## src/rtl/mvsd_pkg.sv

```systemverilog
`timescale 1ns / 1ps
package mvsd_pkg;

	typedef enum logic [2:0] {
		SEG_UNUSED   = 3'd0,
		SEG_MAPPED   = 3'd1,
		SEG_CACHED   = 3'd2,
		SEG_DIRECT   = 3'd3,
		SEG_CACHED32 = 3'd4,
		SEG_DIRECT32 = 3'd5
	} seg_kind_t;

	typedef enum logic [1:0] {
		ROUTE_ICACHE = 2'd0,
		ROUTE_DCACHE = 2'd1,
		ROUTE_BUS    = 2'd2,
		ROUTE_TLB    = 2'd3
	} route_t;

	typedef enum logic [1:0] {
		STATUS_OK        = 2'd0,
		STATUS_LOAD_ERR  = 2'd1,
		STATUS_STORE_ERR = 2'd2
	} status_t;

	localparam logic [1:0] MODE_FETCH = 2'd0;
	localparam logic [1:0] MODE_STORE = 2'd2;

	localparam logic [1:0] SIZE_WORD = 2'd2;

	localparam logic [3:0] CODE_DIRECT32     = 4'd5;
	localparam logic [3:0] CODE_KERNEL64     = 4'd6;
	localparam logic [3:0] CODE_SUPERVISOR64 = 4'd7;
	localparam logic [3:0] CODE_USER64       = 4'd8;

	localparam int unsigned ADDR_W = 4;
	localparam logic [1:0] REG_WIDE_ADDRESSING = 2'd0;
	localparam logic [1:0] REG_SEGMENT_TABLE   = 2'd1;
	localparam logic [1:0] REG_ADDRESS_ERRORS  = 2'd2;

	localparam logic [31:0] SEGMENT_TABLE_RESET = 32'h1132_1111;

endpackage

```

## src/rtl/mvsd_acc_if.sv

```systemverilog
`timescale 1ns / 1ps
interface mvsd_acc_if;
	logic        valid;
	logic        ready;
	logic [63:0] virtual_address;
	logic [1:0]  size_code;
	logic [1:0]  mode;
	logic        check_alignment;

	modport source (output valid, output virtual_address, output size_code, output mode,
		output check_alignment, input ready);
	modport sink (input valid, input virtual_address, input size_code, input mode,
		input check_alignment, output ready);
endinterface

```

## src/rtl/mvsd_res_if.sv

```systemverilog
`timescale 1ns / 1ps
interface mvsd_res_if;
	logic        valid;
	logic        ready;
	logic [1:0]  status;
	logic [2:0]  segment_kind;
	logic [1:0]  route;
	logic [31:0] phys_address;
	logic [63:0] bad_vaddr;
	logic [1:0]  bad_region;
	logic [26:0] bad_vpn;

	modport source (output valid, output status, output segment_kind, output route,
		output phys_address, output bad_vaddr, output bad_region, output bad_vpn,
		input ready);
	modport sink (input valid, input status, input segment_kind, input route,
		input phys_address, input bad_vaddr, input bad_region, input bad_vpn,
		output ready);
endinterface

```

## src/rtl/mips_virtual_segment_decoder_core.sv

```systemverilog
`timescale 1ns / 1ps
// Decodes one MIPS virtual address per clock unless res stalls: a transfer on acc is
// answered by exactly one transfer on res, in order. The three pipeline stages check for
// address errors and read the segment table, then classify the address through the table
// and the 64-bit range chains, then form the route, physical address and bad-address
// fields; the last stage is the output register. A stall on res holds the whole pipeline
// and drops acc.ready only while the output register is full. The user must write the three
// configuration registers via the APB port while the block is idle; nothing enforces it.
module mips_virtual_segment_decoder_core (
	input  logic                           clk,
	input  logic                           arst_n,
	mvsd_acc_if.sink                       acc,
	mvsd_res_if.source                     res,
	input  logic                           psel,
	input  logic                           penable,
	input  logic                           pwrite,
	input  logic [mvsd_pkg::ADDR_W-1:0]    paddr,
	input  logic [31:0]                    pwdata,
	output logic [31:0]                    prdata,
	output logic                           pready
);
	import mvsd_pkg::*;

	logic        wide_q;
	logic [31:0] table_q;
	logic        aerr_on_q;

	logic        adv;
	logic        cfg_wr;
	logic [1:0]  reg_idx;

	logic        valid_s1;
	logic [63:0] va0_s1;
	logic [2:0]  va_lo_s1;
	logic        fetch_s1;
	logic        store_s1;
	logic        pre_err_s1;
	logic [3:0]  code_s1;

	logic        valid_s2;
	logic [63:0] va0_s2;
	logic [31:0] va_s2;
	logic        fetch_s2;
	logic        store_s2;
	logic        err_s2;
	seg_kind_t   kind_s2;

	logic        valid_s3;
	status_t     status_s3;
	seg_kind_t   kind_s3;
	route_t      route_s3;
	logic [31:0] phys_s3;
	logic [63:0] bad_vaddr_s3;

	logic        fetch_c;
	logic        store_c;
	logic [1:0]  size_c;
	logic [2:0]  mask_c;
	logic        checks_c;
	logic        misalign_c;
	logic        sext_bad_c;
	logic [3:0]  code_c;

	seg_kind_t   kernel_c;
	seg_kind_t   super_c;
	seg_kind_t   user_c;
	seg_kind_t   kind_c;
	logic        low_c;
	logic        xk_lo_c;

	status_t     status_c;
	route_t      route_c;
	logic [31:0] phys_c;

	assign pready  = 1'b1;
	assign reg_idx = paddr[ADDR_W-1:2];
	assign cfg_wr  = psel && penable && pwrite && pready;

	always_comb begin
		case (reg_idx)
			REG_WIDE_ADDRESSING: prdata = {31'd0, wide_q};
			REG_SEGMENT_TABLE:   prdata = table_q;
			REG_ADDRESS_ERRORS:  prdata = {31'd0, aerr_on_q};
			default:             prdata = 32'd0;
		endcase
	end

	always_ff @(posedge clk or negedge arst_n) begin
		if (!arst_n) begin
			wide_q    <= 1'b0;
			table_q   <= SEGMENT_TABLE_RESET;
			aerr_on_q <= 1'b1;
		end else if (cfg_wr) begin
			case (reg_idx)
				REG_WIDE_ADDRESSING: wide_q    <= pwdata[0];
				REG_SEGMENT_TABLE:   table_q   <= pwdata;
				REG_ADDRESS_ERRORS:  aerr_on_q <= pwdata[0];
				default:             ;
			endcase
		end
	end

	assign adv       = !valid_s3 || res.ready;
	assign acc.ready = adv;

	// Stage one: address error checks and segment table read.
	always_comb begin
		fetch_c    = (acc.mode == MODE_FETCH);
		store_c    = (acc.mode == MODE_STORE);
		size_c     = fetch_c ? SIZE_WORD : acc.size_code;
		mask_c     = 3'((4'd1 << size_c) - 4'd1);
		checks_c   = aerr_on_q && (!store_c || acc.check_alignment);
		misalign_c = |(acc.virtual_address[2:0] & mask_c);
		sext_bad_c = !wide_q && (acc.virtual_address[63:32] != {32{acc.virtual_address[31]}});
		code_c     = table_q[{acc.virtual_address[31:29], 2'b00} +: 4];
	end

	// Stage two: classification.
	always_comb begin
		low_c   = (va0_s1[63:40] == 24'h0);
		xk_lo_c = (va0_s1[63:40] == 24'h40_0000);

		if (low_c || xk_lo_c) begin
			kernel_c = SEG_MAPPED;
		end else if (va0_s1[63:62] == 2'b10) begin
			if (va0_s1[58:32] != 27'd0) begin
				kernel_c = SEG_UNUSED;
			end else if (va0_s1[61:59] == 3'b010) begin
				kernel_c = SEG_DIRECT32;
			end else begin
				kernel_c = SEG_CACHED32;
			end
		end else if (va0_s1[63:40] == 24'hc0_0000 && va0_s1[39:31] != 9'h1ff) begin
			kernel_c = SEG_MAPPED;
		end else if (va0_s1[63:31] == {33{1'b1}}) begin
			case (va0_s1[30:29])
				2'b00:   kernel_c = SEG_CACHED;
				2'b01:   kernel_c = SEG_DIRECT;
				default: kernel_c = SEG_MAPPED;
			endcase
		end else begin
			kernel_c = SEG_UNUSED;
		end

		if (low_c || xk_lo_c ||
				(va0_s1[63:32] == 32'hffff_ffff && va0_s1[31:29] == 3'b110)) begin
			super_c = SEG_MAPPED;
		end else begin
			super_c = SEG_UNUSED;
		end

		user_c = low_c ? SEG_MAPPED : SEG_UNUSED;

		if (code_s1 <= CODE_DIRECT32) begin
			kind_c = seg_kind_t'(code_s1[2:0]);
		end else if (!wide_q) begin
			kind_c = SEG_UNUSED;
		end else begin
			case (code_s1)
				CODE_KERNEL64:     kind_c = kernel_c;
				CODE_SUPERVISOR64: kind_c = super_c;
				CODE_USER64:       kind_c = user_c;
				default:           kind_c = SEG_UNUSED;
			endcase
		end
	end

	// Stage three: result formatting.
	always_comb begin
		route_c = ROUTE_BUS;
		phys_c  = 32'd0;
		case (kind_s2)
			SEG_MAPPED: begin
				route_c = ROUTE_TLB;
			end
			SEG_CACHED: begin
				route_c = fetch_s2 ? ROUTE_ICACHE : ROUTE_DCACHE;
				phys_c  = {3'd0, va_s2[28:0]};
			end
			SEG_DIRECT: begin
				phys_c = {3'd0, va_s2[28:0]};
			end
			SEG_CACHED32: begin
				route_c = fetch_s2 ? ROUTE_ICACHE : ROUTE_DCACHE;
				phys_c  = va_s2;
			end
			default: begin
				phys_c = va_s2;
			end
		endcase
		if (err_s2) begin
			status_c = store_s2 ? STATUS_STORE_ERR : STATUS_LOAD_ERR;
		end else begin
			status_c = STATUS_OK;
		end
	end

	always_ff @(posedge clk or negedge arst_n) begin
		if (!arst_n) begin
			valid_s1 <= 1'b0;
			valid_s2 <= 1'b0;
			valid_s3 <= 1'b0;
		end else if (adv) begin
			valid_s1 <= acc.valid;
			valid_s2 <= valid_s1;
			valid_s3 <= valid_s2;
		end
	end

	always_ff @(posedge clk) begin
		if (adv) begin
			va0_s1     <= acc.virtual_address;
			va_lo_s1   <= store_c ? (acc.virtual_address[2:0] & ~mask_c)
				: acc.virtual_address[2:0];
			fetch_s1   <= fetch_c;
			store_s1   <= store_c;
			pre_err_s1 <= checks_c && (misalign_c || sext_bad_c);
			code_s1    <= code_c;

			va0_s2   <= va0_s1;
			va_s2    <= {va0_s1[31:3], va_lo_s1};
			fetch_s2 <= fetch_s1;
			store_s2 <= store_s1;
			err_s2   <= pre_err_s1 || (kind_c == SEG_UNUSED);
			kind_s2  <= pre_err_s1 ? SEG_UNUSED : kind_c;

			status_s3    <= status_c;
			kind_s3      <= err_s2 ? SEG_UNUSED : kind_s2;
			route_s3     <= err_s2 ? ROUTE_ICACHE : route_c;
			phys_s3      <= err_s2 ? 32'd0 : phys_c;
			bad_vaddr_s3 <= err_s2 ? va0_s2 : 64'd0;
		end
	end

	assign res.valid        = valid_s3;
	assign res.status       = status_s3;
	assign res.segment_kind = kind_s3;
	assign res.route        = route_s3;
	assign res.phys_address = phys_s3;
	assign res.bad_vaddr    = bad_vaddr_s3;
	assign res.bad_region   = bad_vaddr_s3[63:62];
	assign res.bad_vpn      = bad_vaddr_s3[39:13];

`ifndef SYNTHESIS
	assert property (@(posedge clk) disable iff (!arst_n)
		(valid_s3 && status_s3 != STATUS_OK) |->
			(kind_s3 == SEG_UNUSED && route_s3 == ROUTE_ICACHE && phys_s3 == 32'd0))
		else $error("Error result carries a segment, route or physical address.");

	assert property (@(posedge clk) disable iff (!arst_n)
		(valid_s3 && status_s3 == STATUS_OK) |->
			(bad_vaddr_s3 == 64'd0 && kind_s3 != SEG_UNUSED))
		else $error("Good result carries bad-address fields or an unused segment.");

	assert property (@(posedge clk) disable iff (!arst_n)
		(valid_s3 && status_s3 == STATUS_OK && kind_s3 == SEG_MAPPED) |->
			(route_s3 == ROUTE_TLB && phys_s3 == 32'd0))
		else $error("Mapped segment not sent to the TLB.");

	assert property (@(posedge clk) disable iff (!arst_n)
		(adv && valid_s2) |=> valid_s3)
		else $error("Transfer lost between the second and third stages.");
`endif

endmodule
```

## src/flat_wrapper.sv

```systemverilog
// flat-port wrapper written by rule: the top's interface ports become plain ports
module mips_virtual_segment_decoder_core_flat import mvsd_pkg::*;
  (clk, arst_n, psel, penable, pwrite, paddr, pwdata, prdata, pready, acc_valid, acc_virtual_address, acc_size_code, acc_mode, acc_check_alignment, acc_ready, res_valid, res_status, res_segment_kind, res_route, res_phys_address, res_bad_vaddr, res_bad_region, res_bad_vpn, res_ready);
  mvsd_acc_if acc_i ();
  mvsd_res_if res_i ();
  input  logic clk;
  input  logic arst_n;
  input  logic psel;
  input  logic penable;
  input  logic pwrite;
  input  logic [mvsd_pkg::ADDR_W-1:0] paddr;
  input  logic [31:0] pwdata;
  output logic [31:0] prdata;
  output logic pready;
  input wire logic [$bits(acc_i.valid)-1:0] acc_valid;
  input wire logic [$bits(acc_i.virtual_address)-1:0] acc_virtual_address;
  input wire logic [$bits(acc_i.size_code)-1:0] acc_size_code;
  input wire logic [$bits(acc_i.mode)-1:0] acc_mode;
  input wire logic [$bits(acc_i.check_alignment)-1:0] acc_check_alignment;
  output wire logic [$bits(acc_i.ready)-1:0] acc_ready;
  output wire logic [$bits(res_i.valid)-1:0] res_valid;
  output wire logic [$bits(res_i.status)-1:0] res_status;
  output wire logic [$bits(res_i.segment_kind)-1:0] res_segment_kind;
  output wire logic [$bits(res_i.route)-1:0] res_route;
  output wire logic [$bits(res_i.phys_address)-1:0] res_phys_address;
  output wire logic [$bits(res_i.bad_vaddr)-1:0] res_bad_vaddr;
  output wire logic [$bits(res_i.bad_region)-1:0] res_bad_region;
  output wire logic [$bits(res_i.bad_vpn)-1:0] res_bad_vpn;
  input wire logic [$bits(res_i.ready)-1:0] res_ready;
  assign acc_i.valid = acc_valid;
  assign acc_i.virtual_address = acc_virtual_address;
  assign acc_i.size_code = acc_size_code;
  assign acc_i.mode = acc_mode;
  assign acc_i.check_alignment = acc_check_alignment;
  assign acc_ready = acc_i.ready;
  assign res_valid = res_i.valid;
  assign res_status = res_i.status;
  assign res_segment_kind = res_i.segment_kind;
  assign res_route = res_i.route;
  assign res_phys_address = res_i.phys_address;
  assign res_bad_vaddr = res_i.bad_vaddr;
  assign res_bad_region = res_i.bad_region;
  assign res_bad_vpn = res_i.bad_vpn;
  assign res_i.ready = res_ready;
  mips_virtual_segment_decoder_core u_core (.clk(clk), .arst_n(arst_n), .acc(acc_i), .res(res_i), .psel(psel), .penable(penable), .pwrite(pwrite), .paddr(paddr), .pwdata(pwdata), .prdata(prdata), .pready(pready));
endmodule
```

## config.mk

```make
export PLATFORM = sky130hd
export DESIGN_NAME = mips_virtual_segment_decoder_core_flat
export DESIGN_NICKNAME = d
export VERILOG_FILES = /design/src/rtl/mvsd_pkg.sv /design/src/rtl/mvsd_acc_if.sv /design/src/rtl/mvsd_res_if.sv /design/src/rtl/mips_virtual_segment_decoder_core.sv /design/src/flat_wrapper.sv
export SDC_FILE = /design/constraint.sdc
export NUM_CORES = 1
export LEC_CHECK = 0
export BUFFER_PORTS_ARGS = -buffer_cell sky130_fd_sc_hd__buf_2
export CORE_UTILIZATION = 55
export CTS_CLUSTER_SIZE = 20
export DETAILED_ROUTE_END_ITERATION = 8
export GPL_TIMING_DRIVEN = 0
export PLACE_DENSITY = 0.82
export RECOVER_POWER = 25
export SYNTH_ARGS = -nofsm -noshare
export SYNTH_HDL_FRONTEND = slang
export SYNTH_SLANG_ARGS = --single-unit
```

## constraint.sdc

```tcl
create_clock -name clk -period 20.6 [get_ports clk]
set_input_delay 2.06 -clock clk [delete_from_list [all_inputs] [get_ports clk]]
set_output_delay 2.06 -clock clk [all_outputs]
set_load 0.02 [all_outputs]
```

After elaboration in Yosys (flattened, before gate mapping)
Index checks and enable logic that the tools add are counted.
{ "totals": {"register_bits": 316, "latchBits": 0, "ramBits": 0, "mem_bits_ro": 0, "input_bits": 112, "out_inout_bits": 167, "word_cells": 97, "n_memories": 0} }
{ "op_classes": {"add_sub_neg": 1, "multipliers": 0, "div": 0, "order_cmp": 1, "n_eq_ne": 20, "shifts": 2, "muxes": 19, "bitwise_logic": 3, "n_reduce_logical": 28} }
{ "ops": {"columns": ["op", "count"], "rows": [
  ["$pmux 32 s3", 1],
  ["$pmux 32 s2", 1],
  ["$eq 33x33->1 const B", 1],
  ["$eq 32x32->1 const B", 1],
  ["$ne 32x32->1", 1],
  ["$shiftx 32x6->4", 1],
  ["$reduce_bool 27->1", 1],
  ["$eq 24x23->1 const B", 1],
  ["$eq 24x24->1 const B", 1],
  ["$logic_not 24->1", 1],
  ["$mux 3", 7],
  ["$eq 3x2->1 const B", 3],
  ["$ne 9x9->1 const B", 1],
  ["$pmux 3 s3", 1],
  ["$eq 4x3->1 const B", 2],
  ["$pmux 2 s2", 2],
  ["$logic_and 1x1->1", 7],
  ["$and 3x3->3", 2],
  ["$eq 2x2->1 const B", 3],
  ["$eq 3x3->1 const B", 2],
  ["$logic_not 2->1", 3],
  ["$logic_or 1x1->1", 6],
  ["$mux 2", 3],
  ["$reduce_and 2->1", 3],
  ["other kinds (12)", 19]
]} }

Logic depth before layout (Yosys ltp)
{ "logic_depth": {"depth_word": 11, "mapped_depth": 6, "mapped_depth_nobuf": 5} }

Worst setup path after synthesis
Ideal clock, no wire load.
{ "synth_timing": {"kind": "in2out", "from": "in res_ready", "to": "out acc_ready", "arrival_ns": 8.248, "required_ns": 18.540, "path_slack_ns": 10.292, "cell_stages": 1, "n_path_buf": 0, "cell_sequence": "nand2b_1"} }
{ "synth_between": {"elab_chain_cells": 1} }
{ "synth_lines": {"columns": ["element", "line_no", "source"], "rows": [
  ["start, declared", "flat_wrapper.sv:29", "input wire logic [$bits(res_i.ready)-1:0] res_ready;"],
  ["$logic_or 1x1->1", "mips_virtual_segment_decoder_core.sv:103", "assign adv = !valid_s3 || res.ready;"],
  ["end, declared", "flat_wrapper.sv:20", "output wire logic [$bits(acc_i.ready)-1:0] acc_ready;"]
]} }
No other way between the ends.

Final worst setup path
Same ends and word-level chain as after synthesis.

==> impl_metrics.yaml <==
drt:
  remaining_drc_errors: 0
  finalWirelength_um: 21600
  vias_per_cell: 5.12
  drt-wirelength-per-cell_um: 17.4
  ant_nets: 0
  drt-pass1-iter-count: 6
  vias: 6343
  drt-initial-drc-count: 396
synth:
  synth-main-ff-cell: "edfxtp_1"
  yosysUniqueCellTypes: 41
  synthCells: 645
  synth_area_mm2: 0.0109
  yosys.area_share.xor_xnor_pct: 0.0801
  syn-num-nets: 757
  synth_top_family_by_area: "simple AND/OR/NAND/NOR gates"
  synthSimpleGateAreaFrac_pct: 12.5
  ys_async_sr_fraction_pct: 12.9
  synth_edf_count: 250
  synth_compound_area_share_pct: 1.33
  synth_fa_ha_area_share_pct: 0
  synth_warnings: 0
  synth_seq_cells: 287
  syn_avg_cell_area_um2: 16.9
  yosysSeqAreaShare_pct: 77.3
  muxShareOfSynthArea_pct: 5.76
sta:
  finClkSkew_ns: 0.0239
  setup_viol: 0
  fin_crit_ns: 5.71
  rsz0062_at_grt: "no"
  tightest_slew_ns: 0.822
  fin_crit_sh_pct: 27.7
  slew_headroom_pct: 45.2
  max_freq_mhz: 175
  finalSetupTns_ns: 0
  drv_slew: 0
  hold_violations: 0
flow_run:
  maxCapViolCount: 0
grt:
  overflow: 0
  grt.total_usage_pct: 21.1
  grt_pass1_wl_um: 32300
  grt_antenna_before_repair: 0
  grt_max_degree: 79
  grt_pass1_vias: 5933
pwr:
  swShare_pct: 29.5
  max-vdd-ir-drop_mv: 0.0686
  pwr-share-clk_pct: 28.2
  combPwrFrac_pct: 22.7
  power_frac_seq_pct: 49.0
  power.leakage_nw: 5.61
  switchingPower_w: 0.000525
  p_int_w: 0.00126
  powerDensity_mw_per_mm2: 131
floorplanning:
  initial_core_util_pct: 56.2
  ios: 279
  dieArea_mm2: 0.0204
  num_rows: 51
  coreArea_mm2: 0.0195
  die_y_um: 143
  die_w_um: 143
clock_tree:
  h-tree-depth: 1
  cts.sinks: 287
  ctsResizeCount: 0
  cts_buffer_depth: 3
  cts-root-buf: "clkbuf_16"
  cts_buffers: 28
  path_clk_slew_ns: 0.06
  cts-hold-fix-buffers: 0
  postCtsSetupBuffers: 0
  cts_tree: "yes"
  worstSkewPairLatency_ns: 0.56
finish:
  insertedDiodeCount: 0
  layout_commonest_cell: "buf_2"
  utilization_pct: 70.1
  layout.nets: 1065
  drive_gt1_share_pct: 42.5
  syn2layout_area_growth_pct: 24.8
  mostFrequentLayoutCells: "276 x buf_2, 250 x edfxtp_1, 82 x and2_1, 47 x and2_0, 39 x mux2_2"
critical_path:
  cp.arrival_ns: 3.65
  critPathRequiredTime_ns: 18.54
  path_max_fanout: 69
  critPathLaunchType: "input port"
  critical_path_class: "input port to output port"
  cp-end-kind: "output port"
status:
  status: "complete, no violations"
placement:
  dp_hpwl_um: 15300
  routabilityCongestion: 0.805
  portBuffers: 275
hold_path:
  hold_class: "flip-flop to flip-flop"
cells in the mapped netlist, types with 4 or more instances:
cell      number  share of area, %
clkbuf_1      14              0.48
mux2_2        39               4.0
nand4_1       11              0.63
nand3_1        9              0.41
dfstp_2       10               2.4
dfrtp_1       27               6.2
mux4_2         8               1.6
nand2b_1       4              0.23
and2_1       129               7.4
nand2_1       13              0.45
nor2b_1        7              0.40
nor2_1        20              0.69
inv_1          5              0.17
buf_4         34               2.3
o21ai_0        7              0.32
nor4_1        13              0.74
edfxtp_1     250                69
nor3_1        14              0.64
a31oi_1        5              0.29
final timing paths:
| check | slack, ns | end | depth (start not counted) | startpoint |
|---|---|---|---|---|
| max | 14.89 | acc_ready | 5 | res_ready |
| min reg2reg | 0.42 | u_core.va_s2[25] | 0 | u_core.va0_s1[25] |
| min | 0.42 | u_core.va_s2[25] | 0 | u_core.va0_s1[25] |
| max reg2reg | 18.62 | u_core.res.phys_address[22] | 3 | u_core.res.valid |
| max in group asynchronous | 18.47 | u_core.table_q[22] | 1 | arst_n |
| min in group asynchronous | 1.61 | u_core.table_q[9] | 1 | arst_n |
cell families after synthesis:
kind of cell           after synthesis
AO/OA/AOI/OAI                       22
XOR/XNOR                             1
multiplexers                        48
buffers and inverters               55
other                                1
flip-flops                         287
AND/OR/NAND/NOR                    231
worst max-delay path, cell delays in order:
cell	delay [ns]
buf_2	0.07
nand2b_4	0.57
buf_16	0.37
buf_16	0.30
buf_2	0.22
flip-flops by register name (all words and copies together) (netlist names), 2 cells and up:
name and cells:
u_core.res.bad_vaddr 64, u_core.va0_s1 64, u_core.va0_s2 36, u_core.res.phys_address 32, u_core.table_q 32, u_core.va_s2 31, u_core.code_s1 4, u_core.kind_s2 3
u_core.res.segment_kind 3, u_core.va_lo_s1 3, u_core.res.route 2, u_core.res.status 2
power by group through the flow:
stage               sequential (W)  combinational (W)  clock (W)
floorplan                 0.000979           0.000180          0
global placement          0.000910           0.000396          0
detailed placement        0.000884           0.000410          0
CTS                       0.000874           0.000412   0.000510
global route              0.000888           0.000439   0.000534
finish                    0.000873           0.000405   0.000503
area by class of cell:
cell class              count  area [µm²]
plain buffers              50         317
clock buffers              34         723
clock inverters            17         190
fillers                  1212        5820
inverters                   5        18.8
multi-input cells         303        2160
flip-flops and latches    287        8450
well taps                 265         332
repair buffers            278        1460
layer usage:
metal  GRT usage [%]  routed length [µm]
met2            37.2               11000
met5               0                   0
met4            8.32                 697
met1            25.0                8050
met3            4.86                1860
per-stage QoR:
step	cells	hold slack, ns	power, W	area [µm²]	worst slack, ns
6_report	1239	0.415	0.00178	13600	14.89
5_1_grt	1239	0.419	0.00186	13600	14.76
4_1_cts	1239	0.412	0.00180	13600	14.87
3_5_place_dp	1188	0.405	0.00129	12700	14.88
3_3_place_gp	1185	0.400	0.00131	12600	7.61
2_1_floorplan	645	0.400	0.00116	10900	10.29
Note: power is estimated with default switching activity, not from simulation.
